### config.mk
export PLATFORM = sky130hd
export DESIGN_NAME = decimal_length_prefix_deframer
export DESIGN_NICKNAME = d
export VERILOG_FILES = /design/src/sv/dlpd_pkg.sv /design/src/sv/decimal_length_prefix_deframer.sv
export SDC_FILE = /design/constraint.sdc
export NUM_CORES = 1
export LEC_CHECK = 0
export ABC_CLOCK_PERIOD_IN_PS = 9500
export BUFFER_PORTS_ARGS = -buffer_cell sky130_fd_sc_hd__buf_2
export CAP_MARGIN = 20
export CORE_ASPECT_RATIO = 0.5
export CORE_UTILIZATION = 35
export CTS_CLUSTER_DIAMETER = 50
export DETAILED_ROUTE_END_ITERATION = 16
export MAX_ROUTING_LAYER = met4
export SLEW_MARGIN = 25
export SYNTH_ARGS = -nofsm -noshare
export SYNTH_HDL_FRONTEND = slang
export SYNTH_SLANG_ARGS = --single-unit
### constraint.sdc
create_clock -name clk_i -period 9.5 [get_ports clk_i]
set_input_delay 1.9 -clock clk_i [delete_from_list [all_inputs] [get_ports clk_i]]
set_output_delay 1.9 -clock clk_i [all_outputs]
set_load 0.05 [all_outputs]
### src/sv/dlpd_pkg.sv
// ----------------------------------------------------------------------------
// Decimal length-prefix deframer package
// Request types, status codes and character constants shared by the deframer
// and its checker.
// ----------------------------------------------------------------------------
`default_nettype none

package dlpd_pkg;

  // Status codes carried with every result.
  typedef enum logic [2:0] {
    ST_OK         = 3'd0,
    ST_NON_DIGIT  = 3'd1,
    ST_MISSING    = 3'd2,
    ST_PREMATURE  = 3'd3,
    ST_EOF_HEADER = 3'd4,
    ST_TOO_LONG   = 3'd5
  } status_e;

  // Stream characters.
  localparam logic [7:0] CharColon = 8'h3A;
  localparam logic [7:0] CharZero  = 8'h30;
  localparam logic [7:0] CharNine  = 8'h39;

  // Configuration register indexes (word index within the APB space).
  localparam logic RegMaxFrameLength = 1'b0;

  // Input request.
  typedef struct packed {
    logic [7:0] in_byte;
    logic       end_of_input;
  } in_req_t;

  // Result request.
  typedef struct packed {
    logic [7:0]  out_byte;
    logic        has_byte;
    logic        last_of_frame;
    logic [31:0] frame_length;
    status_e     status;
  } out_req_t;

endpackage

`default_nettype wire

### src/sv/decimal_length_prefix_deframer.sv
// ----------------------------------------------------------------------------
// Decimal length-prefix deframer
// Splits a byte stream of "<decimal length>:<payload>" frames into payload
// bytes with a frame-last marker and reports malformed streams.
// ----------------------------------------------------------------------------
// The deframer takes one stream byte per clock and keeps that rate for as
// long as both sides keep up: each accepted byte lands in an input register,
// is decoded against the header/payload state in the next cycle, and its
// result (if any) is written into the output register once that register is
// free. The figure of one byte per clock is set by the header accumulator
// loop (length times ten plus digit, checked against the limit) and the
// payload down-counter, both of which are computed combinationally from
// their registers. A new byte is taken while a finished result still waits
// in the output register; the input stalls only when the input register
// holds a byte while the output register is full and stalled. A header
// digit or a colon that opens a payload gives no result. A zero length gives
// a single empty result marked last. Lengths above max_frame_length (and
// above LENGTH_BITS bits) are reported as too long rather than wrapping,
// and every error sends the deframer back to header phase with the header
// cleared.
// ----------------------------------------------------------------------------
`default_nettype none

module decimal_length_prefix_deframer #(
  parameter int unsigned LENGTH_BITS = 32
) (
  input  wire                    clk_i,
  input  wire                    rst_ni,

  // Stream input.
  input  wire                    in_valid_i,
  output logic                   in_stall_o,
  input  dlpd_pkg::in_req_t      in_data_i,

  // Result output.
  output logic                   out_valid_o,
  input  wire                    out_stall_i,
  output dlpd_pkg::out_req_t     out_data_o,

  // APB configuration port.
  input  wire                    psel,
  input  wire                    penable,
  input  wire                    pwrite,
  input  wire  [2:0]             paddr,
  input  wire  [31:0]            pwdata,
  output logic [31:0]            prdata,
  output logic                   pready
);

  import dlpd_pkg::*;

  // Working width for comparing the 32-bit limit with the length cap.
  localparam int unsigned LimW = (LENGTH_BITS > 32) ? LENGTH_BITS : 32;
  localparam int unsigned AccW = LENGTH_BITS + 4;

  // ------------------------------------------------------------------------
  // Configuration register.
  // ------------------------------------------------------------------------
  logic [31:0] max_len_q;
  logic        cfg_wr;

  assign pready = 1'b1;
  assign cfg_wr = psel && penable && pwrite && (paddr[2] == RegMaxFrameLength);
  assign prdata = (paddr[2] == RegMaxFrameLength) ? max_len_q : 32'd0;

  always_ff @(posedge clk_i or negedge rst_ni) begin
    if (!rst_ni) begin
      max_len_q <= 32'hFFFF_FFFF;
    end else if (cfg_wr) begin
      max_len_q <= pwdata;
    end
  end

  // Effective limit: the register value, capped at what the accumulator holds.
  logic [LimW-1:0]        max_len_w;
  logic [LimW-1:0]        cap_w;
  logic [LimW-1:0]        lim_w;
  logic [LENGTH_BITS-1:0] lim;

  assign max_len_w = LimW'(max_len_q);
  assign cap_w     = LimW'({LENGTH_BITS{1'b1}});
  assign lim_w     = (max_len_w < cap_w) ? max_len_w : cap_w;
  assign lim       = lim_w[LENGTH_BITS-1:0];

  // ------------------------------------------------------------------------
  // Input register.
  // ------------------------------------------------------------------------
  logic    s1_valid_q;
  in_req_t s1_data_q;
  logic    out_free;
  logic    s1_go;
  logic    in_take;

  assign out_free   = !out_valid_o || !out_stall_i;
  assign s1_go      = s1_valid_q && out_free;
  assign in_stall_o = s1_valid_q && !out_free;
  assign in_take    = in_valid_i && !in_stall_o;

  always_ff @(posedge clk_i or negedge rst_ni) begin
    if (!rst_ni) begin
      s1_valid_q <= 1'b0;
    end else if (!s1_valid_q || s1_go) begin
      s1_valid_q <= in_valid_i;
    end
  end

  always_ff @(posedge clk_i) begin
    if (in_take) begin
      s1_data_q <= in_data_i;
    end
  end

  // ------------------------------------------------------------------------
  // Deframing state and decode.
  // ------------------------------------------------------------------------
  logic                   in_payload_q, in_payload_d;
  logic                   saw_digit_q, saw_digit_d;
  logic [LENGTH_BITS-1:0] len_acc_q, len_acc_d;
  logic [LENGTH_BITS-1:0] remain_q, remain_d;

  logic [7:0]       byte_in;
  logic             eoi;
  logic             is_digit;
  logic [3:0]       digit;
  logic [AccW-1:0]  acc_next;
  logic             too_long;
  logic [LimW-1:0]  acc_w;

  logic             res_valid;
  out_req_t         res;

  assign byte_in  = s1_data_q.in_byte;
  assign eoi      = s1_data_q.end_of_input;
  assign is_digit = (byte_in >= CharZero) && (byte_in <= CharNine);
  assign digit    = 4'(byte_in - CharZero);

  // length * 10 + digit never wraps here, since the accumulator stays within
  // the limit; the comparison below is therefore exact.
  assign acc_next = AccW'({len_acc_q, 3'b000}) + AccW'({len_acc_q, 1'b0}) + AccW'(digit);
  assign too_long = acc_next > AccW'(lim);
  assign acc_w    = LimW'(len_acc_q);

  always_comb begin
    in_payload_d = in_payload_q;
    saw_digit_d  = saw_digit_q;
    len_acc_d    = len_acc_q;
    remain_d     = remain_q;
    res_valid    = 1'b0;
    res          = '{out_byte: 8'd0, has_byte: 1'b0, last_of_frame: 1'b0,
                     frame_length: 32'd0, status: ST_OK};

    priority if (in_payload_q && eoi) begin
      res_valid  = 1'b1;
      res.status = ST_PREMATURE;
    end else if (in_payload_q) begin
      res_valid    = 1'b1;
      res.out_byte = byte_in;
      res.has_byte = 1'b1;
      if (remain_q > LENGTH_BITS'(1)) begin
        remain_d = remain_q - LENGTH_BITS'(1);
      end else begin
        res.last_of_frame = 1'b1;
        res.frame_length  = acc_w[31:0];
      end
    end else if (eoi) begin
      res_valid  = 1'b1;
      res.status = ST_EOF_HEADER;
    end else if (byte_in == CharColon) begin
      if (!saw_digit_q) begin
        res_valid  = 1'b1;
        res.status = ST_MISSING;
      end else if (len_acc_q == '0) begin
        // Empty frame: a lone last marker.
        res_valid         = 1'b1;
        res.last_of_frame = 1'b1;
      end else begin
        in_payload_d = 1'b1;
        remain_d     = len_acc_q;
        saw_digit_d  = 1'b0;
      end
    end else if (is_digit) begin
      if (too_long) begin
        res_valid  = 1'b1;
        res.status = ST_TOO_LONG;
      end else begin
        len_acc_d   = acc_next[LENGTH_BITS-1:0];
        saw_digit_d = 1'b1;
      end
    end else begin
      res_valid  = 1'b1;
      res.status = ST_NON_DIGIT;
    end

    // An error or the end of a frame sends the deframer back to header phase.
    if (res_valid && ((res.status != ST_OK) || res.last_of_frame)) begin
      in_payload_d = 1'b0;
      saw_digit_d  = 1'b0;
      len_acc_d    = '0;
      remain_d     = '0;
    end
  end

  always_ff @(posedge clk_i or negedge rst_ni) begin
    if (!rst_ni) begin
      in_payload_q <= 1'b0;
      saw_digit_q  <= 1'b0;
      len_acc_q    <= '0;
      remain_q     <= '0;
    end else if (s1_go) begin
      in_payload_q <= in_payload_d;
      saw_digit_q  <= saw_digit_d;
      len_acc_q    <= len_acc_d;
      remain_q     <= remain_d;
    end
  end

  // ------------------------------------------------------------------------
  // Output register.
  // ------------------------------------------------------------------------
  always_ff @(posedge clk_i or negedge rst_ni) begin
    if (!rst_ni) begin
      out_valid_o <= 1'b0;
    end else if (out_free) begin
      out_valid_o <= s1_go && res_valid;
    end
  end

  always_ff @(posedge clk_i) begin
    if (s1_go && res_valid) begin
      out_data_o <= res;
    end
  end

endmodule

`default_nettype wire

Yosys cells after proc, flatten, opt, wreduce, memory -nomap -nowiden
Index checks and enable logic that the tools add are counted.
{"block": "totals", "register_bits": 154, "input_bits": 51, "out_inout_bits": 80, "elab_cells": 119}
{"block": "classes", "add_sub_neg": 4, "order_cmp": 5, "eq_ne": 10, "muxes": 54, "n_bitwise": 2, "reduce_logical": 30}
{"op": "2-to-1 mux 32 bit", "n": 18}
{"op": "2-to-1 mux 33 bit", "n": 2}
{"op": "adder 35 x 33 -> 36 bit", "n": 1}
{"op": "adder 36 x 4 -> 36 bit", "n": 1}
{"op": "greater-than comparator 36 x 32 -> 1 bit", "n": 1}
{"op": "greater-than comparator 32 x 1 -> 1 bit, second input constant", "n": 1}
{"op": "logical NOT 32 bit", "n": 1}
{"op": "less-than comparator 32 bit, second input constant", "n": 1}
{"op": "subtractor 32 x 1 -> 32 bit, second input constant", "n": 1}
{"op": "2-to-1 mux 1 bit", "n": 27}
{"op": "2-to-1 mux 3 bit", "n": 6}
{"op": "AND reduction 7 bit", "n": 2}
{"op": "nonzero test 3 bit", "n": 4}
{"op": "logical AND 1 bit", "n": 10}
{"op": "inequality test 2 x 1 -> 1 bit, second input constant", "n": 5}
{"op": "inequality test 3 x 1 -> 1 bit, second input constant", "n": 3}
{"op": "equality test 8 x 6 -> 1 bit, second input constant", "n": 1}
{"op": "greater-or-equal comparator 8 x 6 -> 1 bit, second input constant", "n": 1}
{"op": "<= comparator 8 x 6 -> 1 bit, second input constant", "n": 1}
{"op": "AND reduction 6 bit", "n": 1}
{"op": "logical NOT 1 bit", "n": 5}
{"op": "subtractor 4 x 1 -> 4 bit, second input constant", "n": 1}
{"op": "logical OR 1 bit", "n": 3}
{"op": "inequality test 3 x 2 -> 1 bit, second input constant", "n": 1}
{"op": "6 further kinds", "n": 7}

Logic depth before layout (Yosys ltp)
Gate-level depths: netlist of run 1.
{"block": "depth", "ltp_word": 14, "ltp_mapped": 23, "mapped_depth_nobuf": 21}

Worst setup path before layout of run 1
OpenSTA, ideal clock, no wires.
{"block": "synth_path", "kind": "reg-to-reg", "start": "register s1_data_q (netlist bit byte_in[3])", "end": "register out_data_o[0] in the netlist's numbering, enable pin", "setup_ns": 0.447, "arrival_time_ns": 5.924, "required_ns": 9.053, "slack_ns": 3.129, "path_stages_with_launch": 18, "path_cell_list": "edfxtp_1 -> fa_1 -> fa_1 -> a211oi_1 -> o211ai_1 -> and2_1 -> a21o_1 -> a21oi_1 -> xnor2_1 -> ha_1 -> nand4_1 -> nor4_1 -> a221o_1 -> nor3_1 -> o221ai_2 -> nor4b_2 -> o21a_1 -> nor2_1"}
{"block": "synth_via", "elab_chain_len": 10, "word_cells_on_any_way": 14}
{"item": "start, declared", "line_no": "decimal_length_prefix_deframer.sv:89", "rtl": "in_req_t s1_data_q;"}
{"item": "start signal, assigned", "line_no": "decimal_length_prefix_deframer.sv:109", "rtl": "s1_data_q <= in_data_i;"}
{"item": "subtractor 4 x 1 -> 4 bit", "line_no": "decimal_length_prefix_deframer.sv:135", "rtl": "assign digit = 4'(byte_in - CharZero);"}
{"item": "adder 36 x 4 -> 36 bit", "line_no": "decimal_length_prefix_deframer.sv:139", "rtl": "assign acc_next = AccW'({len_acc_q, 3'b000}) + AccW'({len_acc_q, 1'b0}) + AccW'(digit);"}
{"item": "greater-than comparator 36 x 32 -> 1 bit", "line_no": "decimal_length_prefix_deframer.sv:140", "rtl": "assign too_long = acc_next > AccW'(lim);"}
{"item": "2-to-1 mux 1 bit", "line_no": "decimal_length_prefix_deframer.sv:182", "rtl": "if (too_long) begin"}
{"item": "2-to-1 mux 1 bit", "line_no": "decimal_length_prefix_deframer.sv:181", "rtl": "end else if (is_digit) begin"}
{"item": "2-to-1 mux 1 bit (*)", "line_no": "decimal_length_prefix_deframer.sv:168", "rtl": "end else if (byte_in == CharColon) begin"}
{"item": "2-to-1 mux 1 bit (*)", "line_no": "decimal_length_prefix_deframer.sv:165", "rtl": "end else if (eoi) begin"}
{"item": "2-to-1 mux 1 bit (*)", "line_no": "decimal_length_prefix_deframer.sv:155", "rtl": "end else if (in_payload_q) begin"}
{"item": "2-to-1 mux 1 bit (*)", "line_no": "decimal_length_prefix_deframer.sv:152", "rtl": "priority if (in_payload_q && eoi) begin"}
{"item": "logical AND 1 bit (*)", "line_no": "decimal_length_prefix_deframer.sv:229", "rtl": "if (s1_go && res_valid) begin"}
{"item": "end signal, assigned", "line_no": "decimal_length_prefix_deframer.sv:230", "rtl": "out_data_o <= res;"}
{"item": "end, declared", "line_no": "decimal_length_prefix_deframer.sv:38", "rtl": "output dlpd_pkg::out_req_t out_data_o,"}
Every way passes the cells marked *; elsewhere a longest branch is shown, timed or not.
A chain may end at the register's enable or synchronous reset.

Worst setup path in the final report of run 1
{"block": "layout_path", "start": "register len_acc_q[0] (netlist: acc_w[0])", "end": "register out_data_o[18] in the netlist's numbering, enable pin"}
{"block": "layout_via", "elab_chain_len": 10, "word_cells_on_any_way": 13}
{"item": "start, declared", "line_no": "decimal_length_prefix_deframer.sv:118", "rtl": "logic [LENGTH_BITS-1:0] len_acc_q, len_acc_d;"}
{"item": "start signal, assigned", "line_no": "decimal_length_prefix_deframer.sv:212", "rtl": "len_acc_q <= len_acc_d;"}
{"item": "adder 35 x 33 -> 36 bit", "line_no": "decimal_length_prefix_deframer.sv:139"}
{"item": "adder 36 x 4 -> 36 bit", "line_no": "decimal_length_prefix_deframer.sv:139"}
{"item": "greater-than comparator 36 x 32 -> 1 bit", "line_no": "decimal_length_prefix_deframer.sv:140"}
{"item": "2-to-1 mux 1 bit", "line_no": "decimal_length_prefix_deframer.sv:182"}
{"item": "2-to-1 mux 1 bit", "line_no": "decimal_length_prefix_deframer.sv:181"}
{"item": "2-to-1 mux 1 bit (*)", "line_no": "decimal_length_prefix_deframer.sv:168"}
{"item": "2-to-1 mux 1 bit (*)", "line_no": "decimal_length_prefix_deframer.sv:165"}
{"item": "2-to-1 mux 1 bit (*)", "line_no": "decimal_length_prefix_deframer.sv:155"}
{"item": "2-to-1 mux 1 bit (*)", "line_no": "decimal_length_prefix_deframer.sv:152"}
{"item": "logical AND 1 bit (*)", "line_no": "decimal_length_prefix_deframer.sv:229"}
Marks and branches as above.

==> results of run 1 <==
==> cell type report <==
type,count,area (µm²)
clock buffers,19,443
clock inverters,13,184
well taps,382,478
flip-flops and latches,154,4160
inverters,46,173
multi-input cells,759,5480
repair buffers,138,736
fillers,2730,16300
==> per-layer routing <==
metal | part of all wire | vias up | GRT usage
li1 | - | 3991 | -
met1 | 0.51 | 4162 | 0.298
met2 | 0.43 | 237 | 0.292
met3 | 0.049 | 29 | 0.0338
met4 | 0.014 | 0 | 0.0558
met5 | 0 | - | -
==> through the flow <==
| stage | util | instance area, µm² | total power [µW] | instances | setup WS (ns) |
|---|---|---|---|---|---|
| 6_report | 0.418 | 11700 | 1840 | 1511 | 3.12 |
| 4_1_cts | 0.417 | 11600 | 1870 | 1510 | 2.90 |
| 3_5_place_dp | 0.395 | 11000 | 1130 | 1478 | 2.97 |
| 5_1_grt | 0.418 | 11700 | 1920 | 1511 | 2.67 |
| 2_1_floorplan | - | 10000 | 1040 | 1003 | 3.13 |
| 3_3_place_gp | 0.394 | 11000 | 1120 | 1477 | 2.98 |
==> worst max-delay path: cells and delay by family, from the launching register on <==
family / cells / cell delay [ns]
flops: 1 / 0.54
xor+xnor: 1 / 0.23
fa+ha+maj: 3 / 1.13
simple gates: 3 / 0.77
compound gates: 13 / 3.04
buf+inv: 1 / 0.33
==> registers in the layout, indices dropped and copies added (netlist names) <==
| name | count |
|---|---|
| acc_w | 32 |
| s1_valid_q | 1 |
| out_valid_o | 1 |
| remain_q | 32 |
| byte_in | 8 |
| saw_digit_q | 1 |
| in_payload_q | 1 |
| out_data_o | 45 |
| eoi | 1 |
| max_len_q | 32 |
==> cell families after synthesis <==
group	synth area share
AO/OA/AOI/OAI	0.185
XOR/XNOR	0.0227
adder cells (fa/ha/maj)	0.125
buffers and inverters	0.0386
flip-flops	0.416
multiplexers	0.0421
other	0.000374
AND/OR/NAND/NOR	0.170
==> power by group <==
part,total [µW],switching (µW),internal (µW)
logic,332,245,87.5
registers,785,22.6,763
clock network,727,299,428
==> layout by cell type (no fill, tap or decap), types with 31 or more instances in the layout <==
cell type	count
a21oi_1	74
a22o_1	31
and2_1	47
buf_2	126
dfrtp_1	68
dfstp_2	32
edfxtp_1	54
ha_1	97
inv_1	45
mux2_2	33
nand2_1	60
nor2_1	75
o21ai_0	44
==> worst max path at each step <==
stage,end,slack [ns],cells past startpoint
finish,out_data_o[18],3.12,21
global route,out_data_o[22],2.67,20
CTS,remain_q[0],2.90,20
detailed placement,remain_q[0],2.97,19
global placement,remain_q[0],2.98,20
floorplan,out_data_o[0],3.13,17
==> summary.md, run 1 <==
| Metric | Value |
|---|---|
| Status | finished clean |
| Top-area cell type share of the netlist area | 0.170 |
| Ys flop type | dfrtp_1 |
| Root Driver | clkbuf_16 |
| Crit path from | acc_w[0] |
| Vias per cell | 5.57 |
| GR Overflow Total | 0 |
| Net count reported at finish | 1,266 |
| Clock latency on the worst-skew pair | 0.45 ns |
| Post-synth EDFFs | 54 |
| Die Ht | 122 µm |
| CP required | 9.63 ns |
| Worst-path clk slew | 0.07 ns |
| Synth top area cells | dfrtp_1 17%, edfxtp_1 16%, ha_1 12% |
| Synthesized area | 10,000 µm² |
| CTS Buf Count | 17 |
| WL/cell | 18.7 µm |
| Hold Crit Start | remain_q[22] |
| Tightest Hold Check Type | flip-flop to flip-flop |
| Register area share after synthesis | 0.416 |
| 1st-pass router iterations | 6 |
| Min cycle time layout | 6.38 ns |
| Critical Path, Cell by Cell | fa_1 -> ha_1 -> a211oi_1 -> o21bai_1 -> o21ai_0 -> o21ai_0 -> a21oi_1 -> o21ai_0 -> a21oi_1 -> xnor2_1 -> ha_1 -> a21o_1 -> a21o_1 -> a21o_1 -> a2bb2oi_1 -> nor4bb_1 -> o221ai_2 -> nor4b_2 -> o21a_1 -> nor2_4 -> buf_4 |
| DRC viols | 0 |
| Starting DRC count in detailed routing | 680 |
| Port bufs | 127 |
| Global-route wire length before repair | 44,800 µm |
| Setup CP Type | flip-flop to flip-flop |
| Max_cap viols | 0 |
| Ys Warns | 0 |
| Post CTS Setup Buffer Count | 0 |
| Slowest cell on the critical path | dfrtp_1 |
| Die footprint | 29,300 µm² |
| # IOs | 131 |
| Worst setup EP type | flip-flop |
| Worst flop-to-flop path startpoint | acc_w[0] |
| Synth unique cells | 77 |
| Final Skew | 0.0164 ns |
| Worst hold endpoint | remain_q[22] |
| Initial antenna violation count | 0 |
| Max-slew violations | 0 |
| Max-slew headroom | 0.314 |
| CP max stage delay | 0.54 ns |
| DRT Wirelength | 28,300 µm |
| Top-count cell post-synth | ha_1 |
| Vias in the first global route | 7,982 |
| Remaining antenna violation count | 0 |
| Gate Count Post-Synth | 1,003 |
| Achievable Freq | 157 MHz |
| Final period util | 0.671 |
| Sink Count | 154 |
| R2R setup slack | 3.12 ns |
| Gr usage total | 0.205 |
| Starting Density | 0.359 |
| Layout cells sized above 1 | 0.226 |
| Post-CTS Hold Fix Bufs | 0 |
| Syn avg cell area | 9.99 µm² |
| Reg2reg path depth | 21 |
| CTS tree | built |
| Antenna Cells | 0 |
| Via count | 8,419 |
| Fin. Hold Viols | 0 |
| Post-synth top cells | 97 x ha_1, 76 x nor2_1, 74 x a21oi_1 |
| Fin Hold WS | 0.511 ns |
| #FFs+latches synth | 154 |
| Largest net degree at the start of global routing | 52 |
| Maximum level of the CTS H-tree | 4 |
| WHS Path Cells | 2 |
| Crit start category | flip-flop |
| Worst EP arrival | 6.51 ns |
| Placer Congestion | 0.895 |
| Crit-path max FO | 45 |
| Synth Net Count | 1,153 |
| # rows | 43 |
| Leak Pwr | 0.00555 µW |
| RSZ-0062 raised after global routing | no |
| Top cell type by total area after synthesis | dfrtp_1 |
| Maximum vdd ir drop | 0.107 mV |
| Bufs on Longest Clock Path | 2 |
| Core box area | 27,900 µm² |
| Die X | 241 µm |
| Worst slew pin tran | 1.02 ns |
| Post-synth ARST share | 0.649 |
| RR Endpoint | out_data_o[18] |
| Endpoints failing setup | 0 |
| Setup TNS | 0 ns |
| Area growth syn-to-layout | 16.4% |
| # resized after CTS | 0 |
| Post-DP HPWL | 21,200 µm |
| Pwr dens | 158 nW/µm² |
Power figures use the tool's default switching activity.
==> run 2, diff against run 1 <==
--- a/config.mk
+++ b/config.mk
@@ -5,7 +5,7 @@
 export SDC_FILE = /design/constraint.sdc
 export NUM_CORES = 1
 export LEC_CHECK = 0
-export ABC_CLOCK_PERIOD_IN_PS = 9500
+export ABC_CLOCK_PERIOD_IN_PS = 6400
 export BUFFER_PORTS_ARGS = -buffer_cell sky130_fd_sc_hd__buf_2
 export CAP_MARGIN = 20
 export CORE_ASPECT_RATIO = 0.5
==> constraint.sdc (replaced) <==
create_clock -name clk_i -period 6.4 [get_ports clk_i]
set_input_delay 1.28 -clock clk_i [delete_from_list [all_inputs] [get_ports clk_i]]
set_output_delay 1.28 -clock clk_i [all_outputs]
set_load 0.05 [all_outputs]
==> summary.md, run 2 (same netlist as run 1, synthesis figures left out) <==
| Metric | Value |
|---|---|
| Root Driver | clkbuf_16 |
| Vias per cell | 5.51 (-1.1%) |
| Vias in the first global route | 8,064 (+1.0%) |
| Net count reported at finish | 1,276 (+0.79%) |
| Clock latency on the worst-skew pair | 0.44 ns (about the same) |
| Worst flop-to-flop path startpoint | byte_in[3] |
| # IOs | 131 (unchanged) |
| CTS Buf Count | 17 (unchanged) |
| Post-CTS Hold Fix Bufs | 0 (unchanged) |
| Antenna Cells | 0 (unchanged) |
| Net Sw Power | 838 µW (+48%) |
| Critical path depth | 21 (unchanged) |
| Final Skew | 0.00968 ns (-0.00677 ns) |
| WL/cell | 19.0 µm (+1.3%) |
| Setup TNS | 0 ns (unchanged) |
| Endpoints failing setup | 0 (unchanged) |
| Max_cap viols | 0 (unchanged) |
| Largest net degree at the start of global routing | 53 (+1.9%) |
| Crit path from | byte_in[3] |
| Die Ht | 122 µm (unchanged) |
| Post-Route Utilization | 0.418 (about the same) |
| Die footprint | 29,300 µm² (unchanged) |
| Slowest cell on the critical path | fa_1 |
| Status | finished clean |
| DRC viols | 0 (unchanged) |
| Port bufs | 127 (unchanged) |
| Fin Hold WS | 0.512 ns (+0.000247 ns) |
| RSZ-0062 raised after global routing | no |
| FILL cells | 2,754 (+0.88%) |
| GR Overflow Total | 0 (unchanged) |
| Maximum vdd ir drop | 0.162 mV (+52%) |
| Commonest non-fill, non-tap cell in the layout | buf_2 |
| R2R setup slack | 0.39 ns (-2.73 ns) |
| Sink Count | 154 (unchanged) |
| Final period util | 0.940 (+0.268) |
| Maximum level of the CTS H-tree | 4 (unchanged) |
| Area growth syn-to-layout | 16.5% (about the same) |
| Crit-path max FO | 45 (unchanged) |
| RR Endpoint | out_data_o[18] |
| Max-slew violations | 0 (unchanged) |
| Non-Filler Instances | 1,521 (+0.66%) |
| DP Cell Count | 1,489 (+0.74%) |
| Pint | 1800 µW (+41%) |
| Top reg by flops | out_data_o |
| DRT Wirelength | 28,800 µm (+1.9%) |
| Sequential power share | 0.442 (+0.016) |
| CTS tree | built |
| Die X | 241 µm (unchanged) |
| Starting Density | 0.359 (unchanged) |
| Clock share of power | 0.370 (-0.024) |
| Sw Share | 0.317 (+0.0102) |
| Worst EP arrival | 6.19 ns (-0.32 ns) |
| Largest delay share family, worst path | compound AO/OA/AOI/OAI gates |
| Worst-path clk slew | 0.07 ns (about the same) |
| Crit start category | flip-flop |
| 1st-pass router iterations | 5 (-1) |
| Global-route wire length before repair | 45,000 µm (+0.46%) |
| Max-slew headroom | 0.332 (+0.0182) |
| CP max stage delay | 0.64 ns (+0.10 ns) |
| Max reg flops | 45 (unchanged) |
| Leak Pwr | 0.00556 µW (+0.15%) |
| Initial antenna violation count | 0 (unchanged) |
| Layout cells sized above 1 | 0.230 (+0.00416) |
| Pwr dens | 226 nW/µm² (+43%) |
| Bufs on Longest Clock Path | 2 (unchanged) |
| # rows | 43 (unchanged) |
| Critical Path, Cell by Cell | fa_1 -> fa_1 -> a211oi_1 -> o211ai_1 -> nand4_1 -> a21oi_1 -> o21bai_1 -> a21boi_0 -> nor4_1 -> a311o_1 -> ha_1 -> a21o_1 -> a21o_1 -> a21o_1 -> a2bb2oi_1 -> nor4bb_1 -> o221ai_2 -> nor4b_2 -> o21a_1 -> nor2_4 -> buf_12 |
| Buffers and inverters on the worst path | 1 (unchanged) |
| Reg2reg path depth | 21 (unchanged) |
| Most frequent cells in the layout | 126 x buf_2, 97 x ha_1, 75 x nor2_1, 74 x a21oi_1, 68 x dfrtp_1 |
| Placer Congestion | 0.875 (-2.2%) |
| Worst slew pin tran | 0.994 ns (-0.0271 ns) |
| Remaining antenna violation count | 0 (unchanged) |
| Tightest Hold Check Type | flip-flop to flip-flop |
| Setup CP Type | flip-flop to flip-flop |
| Fin. Hold Viols | 0 (unchanged) |
| Cell repeated most along the worst path | a21o_1 |
| Core box area | 27,900 µm² (unchanged) |
| Starting DRC count in detailed routing | 740 (+8.8%) |
| Post-DP HPWL | 21,600 µm (+2.1%) |
| Combinational share of power | 0.187 (+0.007) |
| Min cycle time layout | 6.01 ns (-0.365 ns) |
| Worst setup EP type | flip-flop |
| Critical Path Sink | out_data_o[18] |
| CP required | 6.58 ns (-3.05 ns) |
| Gr usage total | 0.207 (+0.00222) |
| Via count | 8,382 (-0.44%) |
| Achievable Freq | 166 MHz (+6.1%) |
==> run 2: cell count changes in the layout (fill, tap and decap cells not counted), moves of 2 or more <==
cell	previous run	this run
bufinv_16	3	1
clkinv_4	4	0
clkinvlp_4	0	5
clkinv_1	1	3
buf_8	2	0
buf_4	10	20
buf_12	0	2
==> run 2: how the worst min path moves through the flow <==
stage	startpoint	endpoint	slack, ns	depth (start not counted)
CTS	remain_q[15]	remain_q[15]	0.51	2
finish	remain_q[19]	remain_q[19]	0.51	2
global placement	remain_q[15]	remain_q[15]	0.48	2
detailed placement	remain_q[22]	remain_q[22]	0.49	2
global route	remain_q[19]	remain_q[19]	0.53	2
floorplan	remain_q[15]	remain_q[15]	0.46	2
==> run 2: power by group through the flow <==
stage	clock network, µW	logic (µW)	registers [µW]
3_5_place_dp	0	498	1190
4_1_cts	997	499	1170
6_report	978	495	1170
2_1_floorplan	0	275	1260
3_3_place_gp	0	489	1180
5_1_grt	1030	534	1180
==> run 2: through the flow <==
step                      cell area (µm²)  setup slack, ns  total power (µW)
after floorplan                     10000           0.0287              1540
after global placement              11100            0.533              1670
after detailed placement            11100            0.391              1680
after CTS                           11700            0.307              2670
after global routing                11700           0.0245              2740
final                               11700            0.387              2640
==> run 2: worst min-delay path, stage by stage (launching register included) <==
cell     delay, ns
dfrtp_1       0.34
o31ai_1       0.06
o21ai_0       0.07
==> run 2: final cells by class <==
class	instances	area, µm²	share of cell area
Inverter	46	173	0.0148
Clock inverter	13	120	0.0103
Tap cell	382	478	0.0410
Multi-Input combinational cell	759	5480	0.469
Clock buffer	19	433	0.0371
Sequential cell	154	4160	0.357
Timing Repair Buffer	148	821	0.0704
==> run 2: repair_timing <==
item | CTS | global route
buffers inserted | 0 | 0
resized for setup | 0 | 1
endpoints found under the setup margin | 0 | 46
==> run 2: per-layer routing <==
metal  track usage  up-vias  routed length, µm
li1              -     4004                  -
met1         0.290     4097              14200
met2         0.298      244              12400
met3        0.0499       37               1810
met5             -        -                  0
met4        0.0550        0                448
